File: src/i2cram_pkg.sv
// ----------------------------------------------------------------------------
// i2cram_pkg
// types and constants shared by the i2c register access master
// ----------------------------------------------------------------------------
package i2cram_pkg;

	localparam int unsigned DevAddrW = 7;
	localparam logic [DevAddrW-1:0] DEV_ADDR_RESET = 7'd104;

	// command codes carried by op
	localparam logic [1:0] OP_TICK  = 2'd0;
	localparam logic [1:0] OP_WRITE = 2'd1;
	localparam logic [1:0] OP_READ  = 2'd2;

	localparam logic RW_WRITE = 1'b0;
	localparam logic RW_READ  = 1'b1;
	localparam logic [7:0] MSB_MASK = 8'h80;

	typedef enum logic [3:0] {
		PH_IDLE      = 4'd0,
		PH_W_START   = 4'd1,
		PH_W_ADDR    = 4'd2,
		PH_W_REG     = 4'd3,
		PH_W_VAL     = 4'd4,
		PH_R_START   = 4'd5,
		PH_R_ADDRW   = 4'd6,
		PH_R_REG     = 4'd7,
		PH_R_RESTART = 4'd8,
		PH_R_ADDRR   = 4'd9,
		PH_R_READ    = 4'd10,
		PH_STOP      = 4'd11
	} phase_t;

	typedef struct packed {
		logic [1:0] op;
		logic [7:0] reg_addr;
		logic [7:0] write_value;
		logic [7:0] read_length;
		logic       sda_in;
	} item_t;

	typedef struct packed {
		logic       scl_out;
		logic       sda_out;
		logic       busy_res;
		logic       byte_valid;
		logic [7:0] read_byte;
		logic       done_res;
		logic       success;
	} result_t;

	typedef struct packed {
		phase_t     phase;
		logic [2:0] step;
		logic [2:0] bit_pos;
		logic [7:0] shift;
		logic [7:0] remaining;
		logic [7:0] held_reg;
		logic [7:0] held_val;
		logic       clk_level;
		logic       dat_level;
		logic       acked;
	} seq_state_t;

endpackage

File: src/i2cram_seq.sv
// ----------------------------------------------------------------------------
// i2cram_seq
// bus sequencer: state registers and the one-word next-state logic
// ----------------------------------------------------------------------------
module i2cram_seq (
	input  logic                               clk,
	input  logic                               arst_n,
	input  logic                               cfg_wr_en,
	input  logic [i2cram_pkg::DevAddrW-1:0]    cfg_wr_data,
	input  logic                               step_en,
	input  i2cram_pkg::item_t                  item,
	output i2cram_pkg::result_t                result
);
	import i2cram_pkg::*;

	seq_state_t             st_q;
	seq_state_t             nx;
	logic [DevAddrW-1:0]    dev_addr_q;
	logic [7:0]             addr_w;
	logic [7:0]             bit_mask;
	logic [7:0]             rx_shift;
	logic                   fin;

	assign addr_w   = {dev_addr_q, RW_WRITE};
	assign bit_mask = MSB_MASK >> st_q.bit_pos;
	assign rx_shift = item.sda_in ? (st_q.shift | bit_mask) : st_q.shift;

	always_comb begin
		nx     = st_q;
		fin    = 1'b0;
		result = '0;
		result.busy_res = (st_q.phase != PH_IDLE);

		if (st_q.phase == PH_IDLE) begin
			if (item.op == OP_WRITE || item.op == OP_READ) begin
				nx.held_reg  = item.reg_addr;
				nx.held_val  = item.write_value;
				nx.remaining = item.read_length;
				nx.acked     = 1'b0;
				nx.phase     = (item.op == OP_WRITE) ? PH_W_START : PH_R_START;
				nx.step      = '0;
				nx.bit_pos   = '0;
				result.busy_res = 1'b1;
			end
		end else if (item.op == OP_TICK) begin
			case (st_q.phase)
				PH_W_START, PH_R_START, PH_R_RESTART: begin
					case (st_q.step)
						3'd0: begin
							nx.dat_level = 1'b1;
							nx.step = 3'd1;
						end
						3'd1: begin
							nx.clk_level = 1'b1;
							nx.step = 3'd2;
						end
						3'd2: begin
							nx.dat_level = 1'b0;
							nx.step = 3'd3;
						end
						default: begin
							nx.clk_level = 1'b0;
							nx.step    = '0;
							nx.bit_pos = '0;
							case (st_q.phase)
								PH_W_START: begin
									nx.phase = PH_W_ADDR;
									nx.shift = addr_w;
								end
								PH_R_START: begin
									nx.phase = PH_R_ADDRW;
									nx.shift = addr_w;
								end
								default: begin
									nx.phase = PH_R_ADDRR;
									nx.shift = {dev_addr_q, RW_READ};
								end
							endcase
						end
					endcase
				end
				PH_W_ADDR, PH_W_REG, PH_W_VAL, PH_R_ADDRW, PH_R_REG, PH_R_ADDRR: begin
					case (st_q.step)
						3'd0: begin
							nx.dat_level = |(st_q.shift & bit_mask);
							nx.step = 3'd1;
						end
						3'd1: begin
							nx.clk_level = 1'b1;
							nx.step = 3'd2;
						end
						3'd2: begin
							nx.clk_level = 1'b0;
							if (st_q.bit_pos == 3'd7) begin
								nx.step = 3'd3;
							end else begin
								nx.bit_pos = st_q.bit_pos + 3'd1;
								nx.step = 3'd0;
							end
						end
						3'd3: begin
							nx.dat_level = 1'b1;
							nx.step = 3'd4;
						end
						3'd4: begin
							nx.clk_level = 1'b1;
							nx.step = 3'd5;
						end
						3'd5: begin
							nx.acked = ~item.sda_in;
							nx.step = 3'd6;
						end
						3'd6: begin
							nx.clk_level = 1'b0;
							nx.step = '0;
							fin = 1'b1;
						end
						default: begin
							nx.step = '0;
						end
					endcase
					if (fin) begin
						nx.bit_pos = '0;
						// nack in the slot aborts to stop
						if (!st_q.acked) begin
							nx.phase = PH_STOP;
						end else begin
							case (st_q.phase)
								PH_W_ADDR: begin
									nx.phase = PH_W_REG;
									nx.shift = st_q.held_reg;
								end
								PH_W_REG: begin
									nx.phase = PH_W_VAL;
									nx.shift = st_q.held_val;
								end
								PH_R_ADDRW: begin
									nx.phase = PH_R_REG;
									nx.shift = st_q.held_reg;
								end
								PH_R_REG: nx.phase = PH_R_RESTART;
								PH_R_ADDRR: begin
									nx.phase = (st_q.remaining != 8'd0) ? PH_R_READ : PH_STOP;
								end
								default: nx.phase = PH_STOP;
							endcase
						end
					end
				end
				PH_R_READ: begin
					case (st_q.step)
						3'd0: begin
							nx.dat_level = 1'b1;
							nx.shift   = '0;
							nx.bit_pos = '0;
							nx.step    = 3'd1;
						end
						3'd1: begin
							nx.clk_level = 1'b1;
							nx.step = 3'd2;
						end
						3'd2: begin
							nx.shift = rx_shift;
							if (st_q.bit_pos == 3'd7) begin
								result.byte_valid = 1'b1;
								result.read_byte  = rx_shift;
							end
							nx.step = 3'd3;
						end
						3'd3: begin
							nx.clk_level = 1'b0;
							if (st_q.bit_pos == 3'd7) begin
								nx.step = 3'd4;
							end else begin
								nx.bit_pos = st_q.bit_pos + 3'd1;
								nx.step = 3'd1;
							end
						end
						3'd4: begin
							// ack every byte but the last
							nx.dat_level = (st_q.remaining > 8'd1) ? 1'b0 : 1'b1;
							nx.step = 3'd5;
						end
						3'd5: begin
							nx.clk_level = 1'b1;
							nx.step = 3'd6;
						end
						3'd6: begin
							nx.clk_level = 1'b0;
							nx.step      = '0;
							nx.bit_pos   = '0;
							nx.remaining = st_q.remaining - 8'd1;
							nx.phase = (st_q.remaining == 8'd1) ? PH_STOP : PH_R_READ;
						end
						default: begin
							nx.step = '0;
						end
					endcase
				end
				PH_STOP: begin
					if (st_q.step == 3'd0) begin
						nx.dat_level = 1'b0;
						nx.step = 3'd1;
					end else if (st_q.step == 3'd1) begin
						nx.clk_level = 1'b1;
						nx.step = 3'd2;
					end else begin
						nx.dat_level = 1'b1;
						result.done_res = 1'b1;
						result.success  = st_q.acked;
						nx.phase   = PH_IDLE;
						nx.step    = '0;
						nx.bit_pos = '0;
					end
				end
				default: begin
					nx.phase   = PH_IDLE;
					nx.step    = '0;
					nx.bit_pos = '0;
				end
			endcase
		end

		result.scl_out = nx.clk_level;
		result.sda_out = nx.dat_level;
	end

	always_ff @(posedge clk or negedge arst_n) begin
		if (!arst_n) begin
			st_q <= '{phase: PH_IDLE, step: '0, bit_pos: '0, shift: '0, remaining: '0,
				held_reg: '0, held_val: '0, clk_level: 1'b1, dat_level: 1'b1, acked: 1'b0};
			dev_addr_q <= DEV_ADDR_RESET;
		end else begin
			if (step_en) begin
				st_q <= nx;
			end
			if (cfg_wr_en) begin
				dev_addr_q <= cfg_wr_data;
			end
		end
	end

endmodule

File: src/i2c_register_access_master_core.sv
// ----------------------------------------------------------------------------
// i2c_register_access_master_core
// i2c master for register writes and burst reads, one pin action per word
// ----------------------------------------------------------------------------
//  channel | handshake              | payload
//  input   | in_valid / in_stall    | op, reg_addr, write_value, read_length, sda_in
//  output  | out_valid / out_stall  | scl_out, sda_out, busy_res, byte_valid,
//          |                        | read_byte, done_res, success
//  config  | cfg_wr_en              | cfg_wr_data (device address)
//
// one word per cycle sustained while out_stall is low; a word passes the input register, then
// the sequencer step into the output register
// reset puts the sequencer idle, both lines released, device address 104
// a stalled output holds its word; the input register still drains into the
// output register whenever that register is empty or being taken
module i2c_register_access_master_core (
	input  logic                            clk,
	input  logic                            arst_n,
	input  logic                            cfg_wr_en,
	input  logic [i2cram_pkg::DevAddrW-1:0] cfg_wr_data,
	input  logic                            in_valid,
	output logic                            in_stall,
	input  logic [1:0]                      op,
	input  logic [7:0]                      reg_addr,
	input  logic [7:0]                      write_value,
	input  logic [7:0]                      read_length,
	input  logic                            sda_in,
	output logic                            out_valid,
	input  logic                            out_stall,
	output logic                            scl_out,
	output logic                            sda_out,
	output logic                            busy_res,
	output logic                            byte_valid,
	output logic [7:0]                      read_byte,
	output logic                            done_res,
	output logic                            success
);
	import i2cram_pkg::*;

	item_t   item_s1;
	logic    valid_s1;
	result_t res_comb;
	result_t res_s2;
	logic    valid_s2;
	logic    advance;

	assign advance  = valid_s1 && (!valid_s2 || !out_stall);
	assign in_stall = valid_s1 && !advance;

	always_ff @(posedge clk or negedge arst_n) begin
		if (!arst_n) begin
			valid_s1 <= 1'b0;
			valid_s2 <= 1'b0;
		end else begin
			if (!in_stall) begin
				valid_s1 <= in_valid;
			end
			if (advance) begin
				valid_s2 <= 1'b1;
			end else if (!out_stall) begin
				valid_s2 <= 1'b0;
			end
		end
	end

	always_ff @(posedge clk) begin
		if (in_valid && !in_stall) begin
			item_s1 <= '{op: op, reg_addr: reg_addr, write_value: write_value,
				read_length: read_length, sda_in: sda_in};
		end
		if (advance) begin
			res_s2 <= res_comb;
		end
	end

	i2cram_seq u_seq (
		.clk         (clk),
		.arst_n      (arst_n),
		.cfg_wr_en   (cfg_wr_en),
		.cfg_wr_data (cfg_wr_data),
		.step_en     (advance),
		.item        (item_s1),
		.result      (res_comb)
	);

	assign out_valid  = valid_s2;
	assign scl_out    = res_s2.scl_out;
	assign sda_out    = res_s2.sda_out;
	assign busy_res   = res_s2.busy_res;
	assign byte_valid = res_s2.byte_valid;
	assign read_byte  = res_s2.read_byte;
	assign done_res   = res_s2.done_res;
	assign success    = res_s2.success;

endmodule
File: config.mk
export PLATFORM = sky130hd
export DESIGN_NAME = i2c_register_access_master_core
export DESIGN_NICKNAME = d
export VERILOG_FILES = /design/src/i2cram_pkg.sv /design/src/i2cram_seq.sv /design/src/i2c_register_access_master_core.sv
export SDC_FILE = /design/constraint.sdc
export NUM_CORES = 1
export LEC_CHECK = 0
export ABC_AREA = 0
export BUFFER_PORTS_ARGS = -buffer_cell sky130_fd_sc_hd__buf_2
export CORE_UTILIZATION = 46
export CTS_BUF_LIST = sky130_fd_sc_hd__clkbuf_16
export DETAILED_ROUTE_END_ITERATION = 8
export PLACE_DENSITY_LB_ADDON = 0.2
export SLEW_MARGIN = 0
export SYNTH_ARGS = -nofsm -noshare
export SYNTH_HDL_FRONTEND = slang
export SYNTH_SLANG_ARGS = --single-unit
File: constraint.sdc
create_clock -name clk -period 3.2 [get_ports clk]
set_input_delay 0 -clock clk [delete_from_list [all_inputs] [get_ports clk]]
set_output_delay 0 -clock clk [all_outputs]
set_load 0.01 [all_outputs]
* After elaboration in Yosys (flattened, before gate mapping)
Cells that the tools add are included.
Cells by class: add/sub/neg operators 2, $lt $le $gt $ge 1, equality and inequality tests 35, shifts and indexed selects 1, multiplexer cells 67, bitwise operators 9, reduce and logical (&&, ||, !) cells 43
Operator list (number):
- 8-bit two-way mux | 5
- 10-bit case mux with 4 select lines | 1
- 3-bit case mux with 6 select lines | 2
- 8-bit case mux with 2 select lines | 2
- 26-bit two-way mux | 1
- 24-bit two-way mux | 1
- 3-bit two-way mux | 8
- 4-bit two-way mux | 6
- 8-bit case mux with 3 select lines | 1
- 11-bit two-way mux | 2
- 1-bit two-way mux | 20
- 10-bit two-way mux | 2
- 4-bit case mux with 5 select lines | 1
- 3-bit by 2-bit != test with 1-bit output, second input constant | 6
- 4-bit by 3-bit == test with 1-bit output, second input constant | 4
- 4-bit == test, second input constant | 4
- 8-bit AND reduction | 2
- 2-bit OR reduction | 8
- 3-bit == test, second input constant | 4
- 1-bit case mux with 2 select lines | 6
- 5-bit AND reduction | 2
- 2-bit nonzero test | 5
- 5-bit OR reduction | 2
- 9-bit two-way mux | 1
- 39 further kinds | 62
Storage, ports and cells: register bits 95, bits of input ports 39, output and inout port bits 16, word-level logic and storage cells 183

* Logic depth before layout (Yosys ltp)
depth after elaboration 9, mapped depth 10, gate-level depth less buffers 8

* Hierarchy
From an unflattened synthesis, not the netlist that was laid out.
Unflattened totals: cell total of the unflattened synthesis 433, area total of the unflattened synthesis 4867.2 µm²
Modules (own cells, without submodules):
- i2cram_seq | instances 1, cells an instance 384, area an instance 3543.4 µm²
- i2c_register_access_master_core | instances 1, cells an instance 49, area an instance 1323.8 µm²

* Least setup slack after synthesis
OpenSTA, ideal clock, no wires.
kind register -> register, from register valid_s2 (netlist: out_valid), to register u_seq.st_q[27] (netlist bit), library setup time 0.125 ns, arrival 2.551 ns, required time 3.075 ns, setup slack 0.524 ns, stages on the path, launching flop included 5, buffers on the path 0, period minus slack after synthesis 2.676 ns, cells stage by stage dfrtp_1 > a21boi_1 > nand4_1 > a211oi_4 > mux2_4
Between the ends: word-level cells in the longest chain between the ends 4
RTL lines:
- start, declared | RTL line i2c_register_access_master_core.sv:44 | logic valid_s2;
- start signal, assigned | RTL line i2c_register_access_master_core.sv:53 | valid_s2 <= 1'b0;
- start signal, assigned | RTL line i2c_register_access_master_core.sv:59 | valid_s2 <= 1'b1;
- start signal, assigned | RTL line i2c_register_access_master_core.sv:61 | valid_s2 <= 1'b0;
- 1-bit logical NOT | RTL line i2c_register_access_master_core.sv:47 | assign advance = valid_s1 && (!valid_s2 || !out_stall);
- 1-bit logical OR | RTL line i2c_register_access_master_core.sv:47
- 1-bit logical AND | RTL line i2c_register_access_master_core.sv:47
- net advance | RTL line i2c_register_access_master_core.sv:45 | logic advance;
- 9-bit AND reduction (no source line)
- end signal, assigned | RTL line i2cram_seq.sv:230 | st_q <= '{phase: PH_IDLE, step: '0, bit_pos: '0, shift: '0, remaining: '0,
- end signal, assigned | RTL line i2cram_seq.sv:235 | st_q <= nx;
- end, declared | RTL line i2cram_seq.sv:16 | seq_state_t st_q;
The timed path passes the listed nets, and every way through them passes these cells. A chain may end at the register's enable or synchronous reset.

* Final worst setup path
from register u_seq.st_q[43] (netlist bit), to register u_seq.st_q[23] (netlist bit)
Between the ends: word-level cells in the longest chain between the ends 3, elaborated cells between the ends (all ways) 8, those cells by class 2 x eq/ne; 1 x mux; 5 x reduce/logical
RTL lines (RTL line):
- 4-bit logical NOT / 4-bit == test (equally long branches) | i2cram_seq.sv:34, i2cram_seq.sv:46
- 2-bit != test (no source line) / 2-bit nonzero test (equally long branches)
- 5-bit AND reduction (no source line)
Parallel ways exist; a longest one is shown, timed or not.

==> results.md <==
* Run status: completed
* Remaining max-slew budget at the tightest pin at a little over half
* Final routed DRC violation total at 0
* Cell types occupying the most area after synthesis: sky130_fd_sc_hd__edfxtp_1 25%, sky130_fd_sc_hd__dfrtp_1 25%, sky130_fd_sc_hd__mux2_2 7.2%
* WP data required at between 3000 and 4000 ps
* Wire length on met2 at 5090 um
* Worst Clk Skew at 8.68 ps
* Final non-filler cell area at between 0.005 and 0.006 mm^2
* Routed metal-1 wirelength at 4990 um
* Die Span Y at 105 um
* Antenna violations before repair at 0
* Highest metal layer with signal wires: met4
* Area of the core at 0.0103 mm^2
* Critical path capture point type: register
* Worst Hold Class: primary input to register
* Via-to-Cell Ratio at approximately 5.6
* Maximum level of the CTS H-tree at 3
* #FFs+latches synth at 95
* Peak supply drop at between 0.0004 and 0.0005 V
* Share of the yosys chip area belonging to registers at 53.5%
* Share of cell area taken by muxes after synthesis at a little under a tenth
* Fraction of final layout cells with drive strength greater than 1 at approximately a quarter
* Final critical-path share of the clock period at around 90%
* Post-place instance area at roughly 0.0053 mm^2
* Clock transition time at the flip-flop clock pins of the worst setup and hold paths at 70 ps
* Non-filler instance count after layout at between 600 and 700
* Fmax at approximately 0.36 GHz
* Number of nets with antenna violations after routing at 0
* Pin count of the biggest net entering global routing at 31
* Final TNS setup at 0 ps
* Total routed wirelength at roughly 11000 um
* Post-synthesis xor/xnor area fraction at 0.181%
* Clock Root Buffer: sky130_fd_sc_hd__clkbuf_16
* Count of TritonRoute iterations in the first routing pass at 5
* Total Routing Usage GR at approximately 22%
* Minimum clock period after layout at ~2800 ps
* Boundary Pins at 55
* Hold path startpoint: cfg_wr_en
* Area grow syn2layout at 22.9%
* Cell accounting for the most synthesized area: sky130_fd_sc_hd__edfxtp_1
* Placement-stage worst setup slack at roughly 450 ps
* Simple-gate share of the synthesized area at between 10 and 15%
* Number of core rows at 37
* P_leak at approximately 0.0024 uW
* Total Die Area at around 0.011 mm^2
* Setup violators final at 0
* Synthesized netlist cell count at around 430
* Unrepaired setup endpoints after global routing: false
* DR WL met3 at approximately 530 um
* Fill cell instance count of the final layout at approximately 870
* First-pass GRT wire length at around 18000 um
* Count of max-cap constraint violations at 0
* Number of inserted diodes at 0
* Dominant combinational cell family by area after synthesis: compound AO/OA/AOI/OAI gates
* Worst Path Arrival at roughly 3100 ps
* Path type of the worst setup path: register to register
* TritonCTS Buffers at 9
* YS warnings at 0
* Post-cts resize count at 0
* First DRT Iteration DRCs at approximately 270
* Reg-to-reg critical path startpoint: u_seq.st_q[43]$_DFFE_PN0P_
* Final max-slew violation count at 0
* Power density normalized to cell area at around 800 mW/mm^2
* Top_reg_cell synth: sky130_fd_sc_hd__dfrtp_1
* Top cell type's share of synthesized area at 25.4%
* Port Buffers at 54
* Avg Inst Size Synth at 11.2 um^2
* Crit path from: u_seq.st_q[43]$_DFFE_PN0P_
* Total global routing overflow at 0
* Async set-or-reset flop fraction in the synthesized netlist at around 57%
* Horizontal extent of the die at around 100 um
* Average routed wire per standard cell at approximately 16 um
* Setup crit start kind: register
* Gpl congestion at 0.863
* Compound-gate portion of the synthesized area at around 17%
* Synth Area in Adders at approximately 2.3%
* Measured slew at the worst slew-check pin at between 700 and 800 ps
* Starting density of the core at between 40% and 50%
* Cell count after placement at just over 600
* Hold_ws at 29.1 ps
* Net total in the final layout at approximately 570
* Number of nets produced by synthesis at between 400 and 500
* Via count of the first global-routing pass at about 3700
* Length in cells of the worst reg-to-reg path at 6
* Count of endpoints failing hold in the final timing report at 0
* EDFF count, synth at just over 40
* Synthesized area at approximately 0.0048 mm^2
* Vias after detailed routing at 3746
* Unique cell type count in the Yosys netlist at 73
* Sinks on Clock Net at 95
* Maximum buffer depth of the clock tree at 2
* Hold Crit Depth at 2
* Slack of the critical path at approximately 400 ps
* Post-detailed-placement half-perimeter wirelength at 7340 um
* Clk Latency, worst-skew pair at around 350 ps
* TritonCTS clock tree: done
* Critical-path maximum fanout at 18
layout by cell type, fill, tap and decap left out, types with 9 or more instances in the layout:
cell type,instances
sky130_fd_sc_hd__buf_2,54
sky130_fd_sc_hd__dfrtp_1,49
sky130_fd_sc_hd__edfxtp_1,41
sky130_fd_sc_hd__dlygate4sd3_1,38
sky130_fd_sc_hd__nand2_1,33
sky130_fd_sc_hd__nor2_1,32
sky130_fd_sc_hd__mux2_2,31
sky130_fd_sc_hd__a21oi_1,24
sky130_fd_sc_hd__o21ai_0,20
sky130_fd_sc_hd__inv_1,18
sky130_fd_sc_hd__nand3_1,16
sky130_fd_sc_hd__buf_4,12
sky130_fd_sc_hd__nor2b_1,10
sky130_fd_sc_hd__nor3_1,10
sky130_fd_sc_hd__ha_1,9
sky130_fd_sc_hd__clkbuf_16,9
per-stage QoR:
stage	utilization [%]	total power [uW]
global route	57.9	5030
floorplan	-	3150
finish	57.9	4730
CTS	57.9	4740
detailed placement	51.3	3600
global placement	51.3	3580
synthesized netlist by cell type (3+ instances only):
library cell and n:
sky130_fd_sc_hd__a211oi_1 5, sky130_fd_sc_hd__a21o_1 3, sky130_fd_sc_hd__a21oi_1 24, sky130_fd_sc_hd__a222oi_1 7
sky130_fd_sc_hd__a22oi_1 6, sky130_fd_sc_hd__a31oi_1 4, sky130_fd_sc_hd__and2_1 5, sky130_fd_sc_hd__buf_2 7
sky130_fd_sc_hd__clkbuf_1 12, sky130_fd_sc_hd__dfrtp_1 49, sky130_fd_sc_hd__dfstp_2 5, sky130_fd_sc_hd__edfxtp_1 41
sky130_fd_sc_hd__ha_1 9, sky130_fd_sc_hd__inv_1 17, sky130_fd_sc_hd__mux2_2 31, sky130_fd_sc_hd__mux2i_1 8
sky130_fd_sc_hd__nand2_1 33, sky130_fd_sc_hd__nand2b_1 8, sky130_fd_sc_hd__nand3_1 16, sky130_fd_sc_hd__nor2_1 32
sky130_fd_sc_hd__nor2b_1 10, sky130_fd_sc_hd__nor3_1 10, sky130_fd_sc_hd__o211ai_1 4, sky130_fd_sc_hd__o21ai_0 20
sky130_fd_sc_hd__o22ai_1 4, sky130_fd_sc_hd__o31ai_1 4
final cells by class:
cell class / count / area [um^2] / share of cell area (%)
Sequential cell: 95 / 2590 / 43.5
Multi-Input combinational cell: 298 / 2080 / 35.0
Timing Repair Buffer: 104 / 741 / 12.5
Clock buffer: 9 / 225 / 3.79
Tap cell: 136 / 170 / 2.86
Clock inverter: 7 / 73.8 / 1.24
Inverter: 18 / 67.6 / 1.14
critical path, cell delays in order (launching register included):
cell,delay (ps)
sky130_fd_sc_hd__dfrtp_1,580
sky130_fd_sc_hd__nor4_2,600
sky130_fd_sc_hd__nor2_1,320
sky130_fd_sc_hd__o21ai_2,310
sky130_fd_sc_hd__or2_0,610
sky130_fd_sc_hd__o21ai_0,200
sky130_fd_sc_hd__o21ai_0,100
logic make-up (layout without fill, tap and decap cells):
logic type,count (synthesis),count (layout)
flip-flops,95,95
adder cells (fa/ha/maj),9,9
XOR/XNOR,1,1
AO/OA/AOI/OAI,114,114
AND/OR/NAND/NOR,134,134
buffers and inverters,40,138
multiplexers,40,40
sequential cells by signal, indices dropped and copies added (netlist names):
name and count:
success 1, scl_out 1, sda_out 1, byte_valid 1, u_seq.st_q 45, done_res 1
out_valid 1, valid_s1 1, item_s1 27, busy_res 1, u_seq.dev_addr_q 7, read_byte 8
where the power goes:
part / switching [uW] / internal (uW) / leakage [uW]
logic: 1020 / 796 / 0.00121
clock network: 469 / 608 / 0.000146
registers: 264 / 1580 / 0.00105
worst paths after layout:
kind | end | slack (ps)
max in group asynchronous | u_seq.dev_addr_q[6]$_DFFE_PN1P_ | 2090
worst min register to register | u_seq.st_q[7]$_DFFE_PN0P_ | 480
worst max register to register | u_seq.st_q[23]$_DFFE_PN0P_ | 400
worst min-delay path | u_seq.dev_addr_q[4]$_DFFE_PN0P_ | 30
worst max-delay path | u_seq.st_q[23]$_DFFE_PN0P_ | 400
min in group asynchronous | u_seq.st_q[32]$_DFFE_PN0P_ | 240
layer usage:
metal	vias up	track usage, %
met5	-	0
met4	0	8.45
met3	20	3.62
met2	130	34.8
met1	1776	29.2
li1	1820	-
timing repair:
| item | in CTS | in global routing |
|---|---|---|
| endpoints found under the hold margin | 62 | 0 |
| setup buffers | 0 | 0 |
| hold buffers | 38 | 0 |
Power figures use the tool's default switching activity.
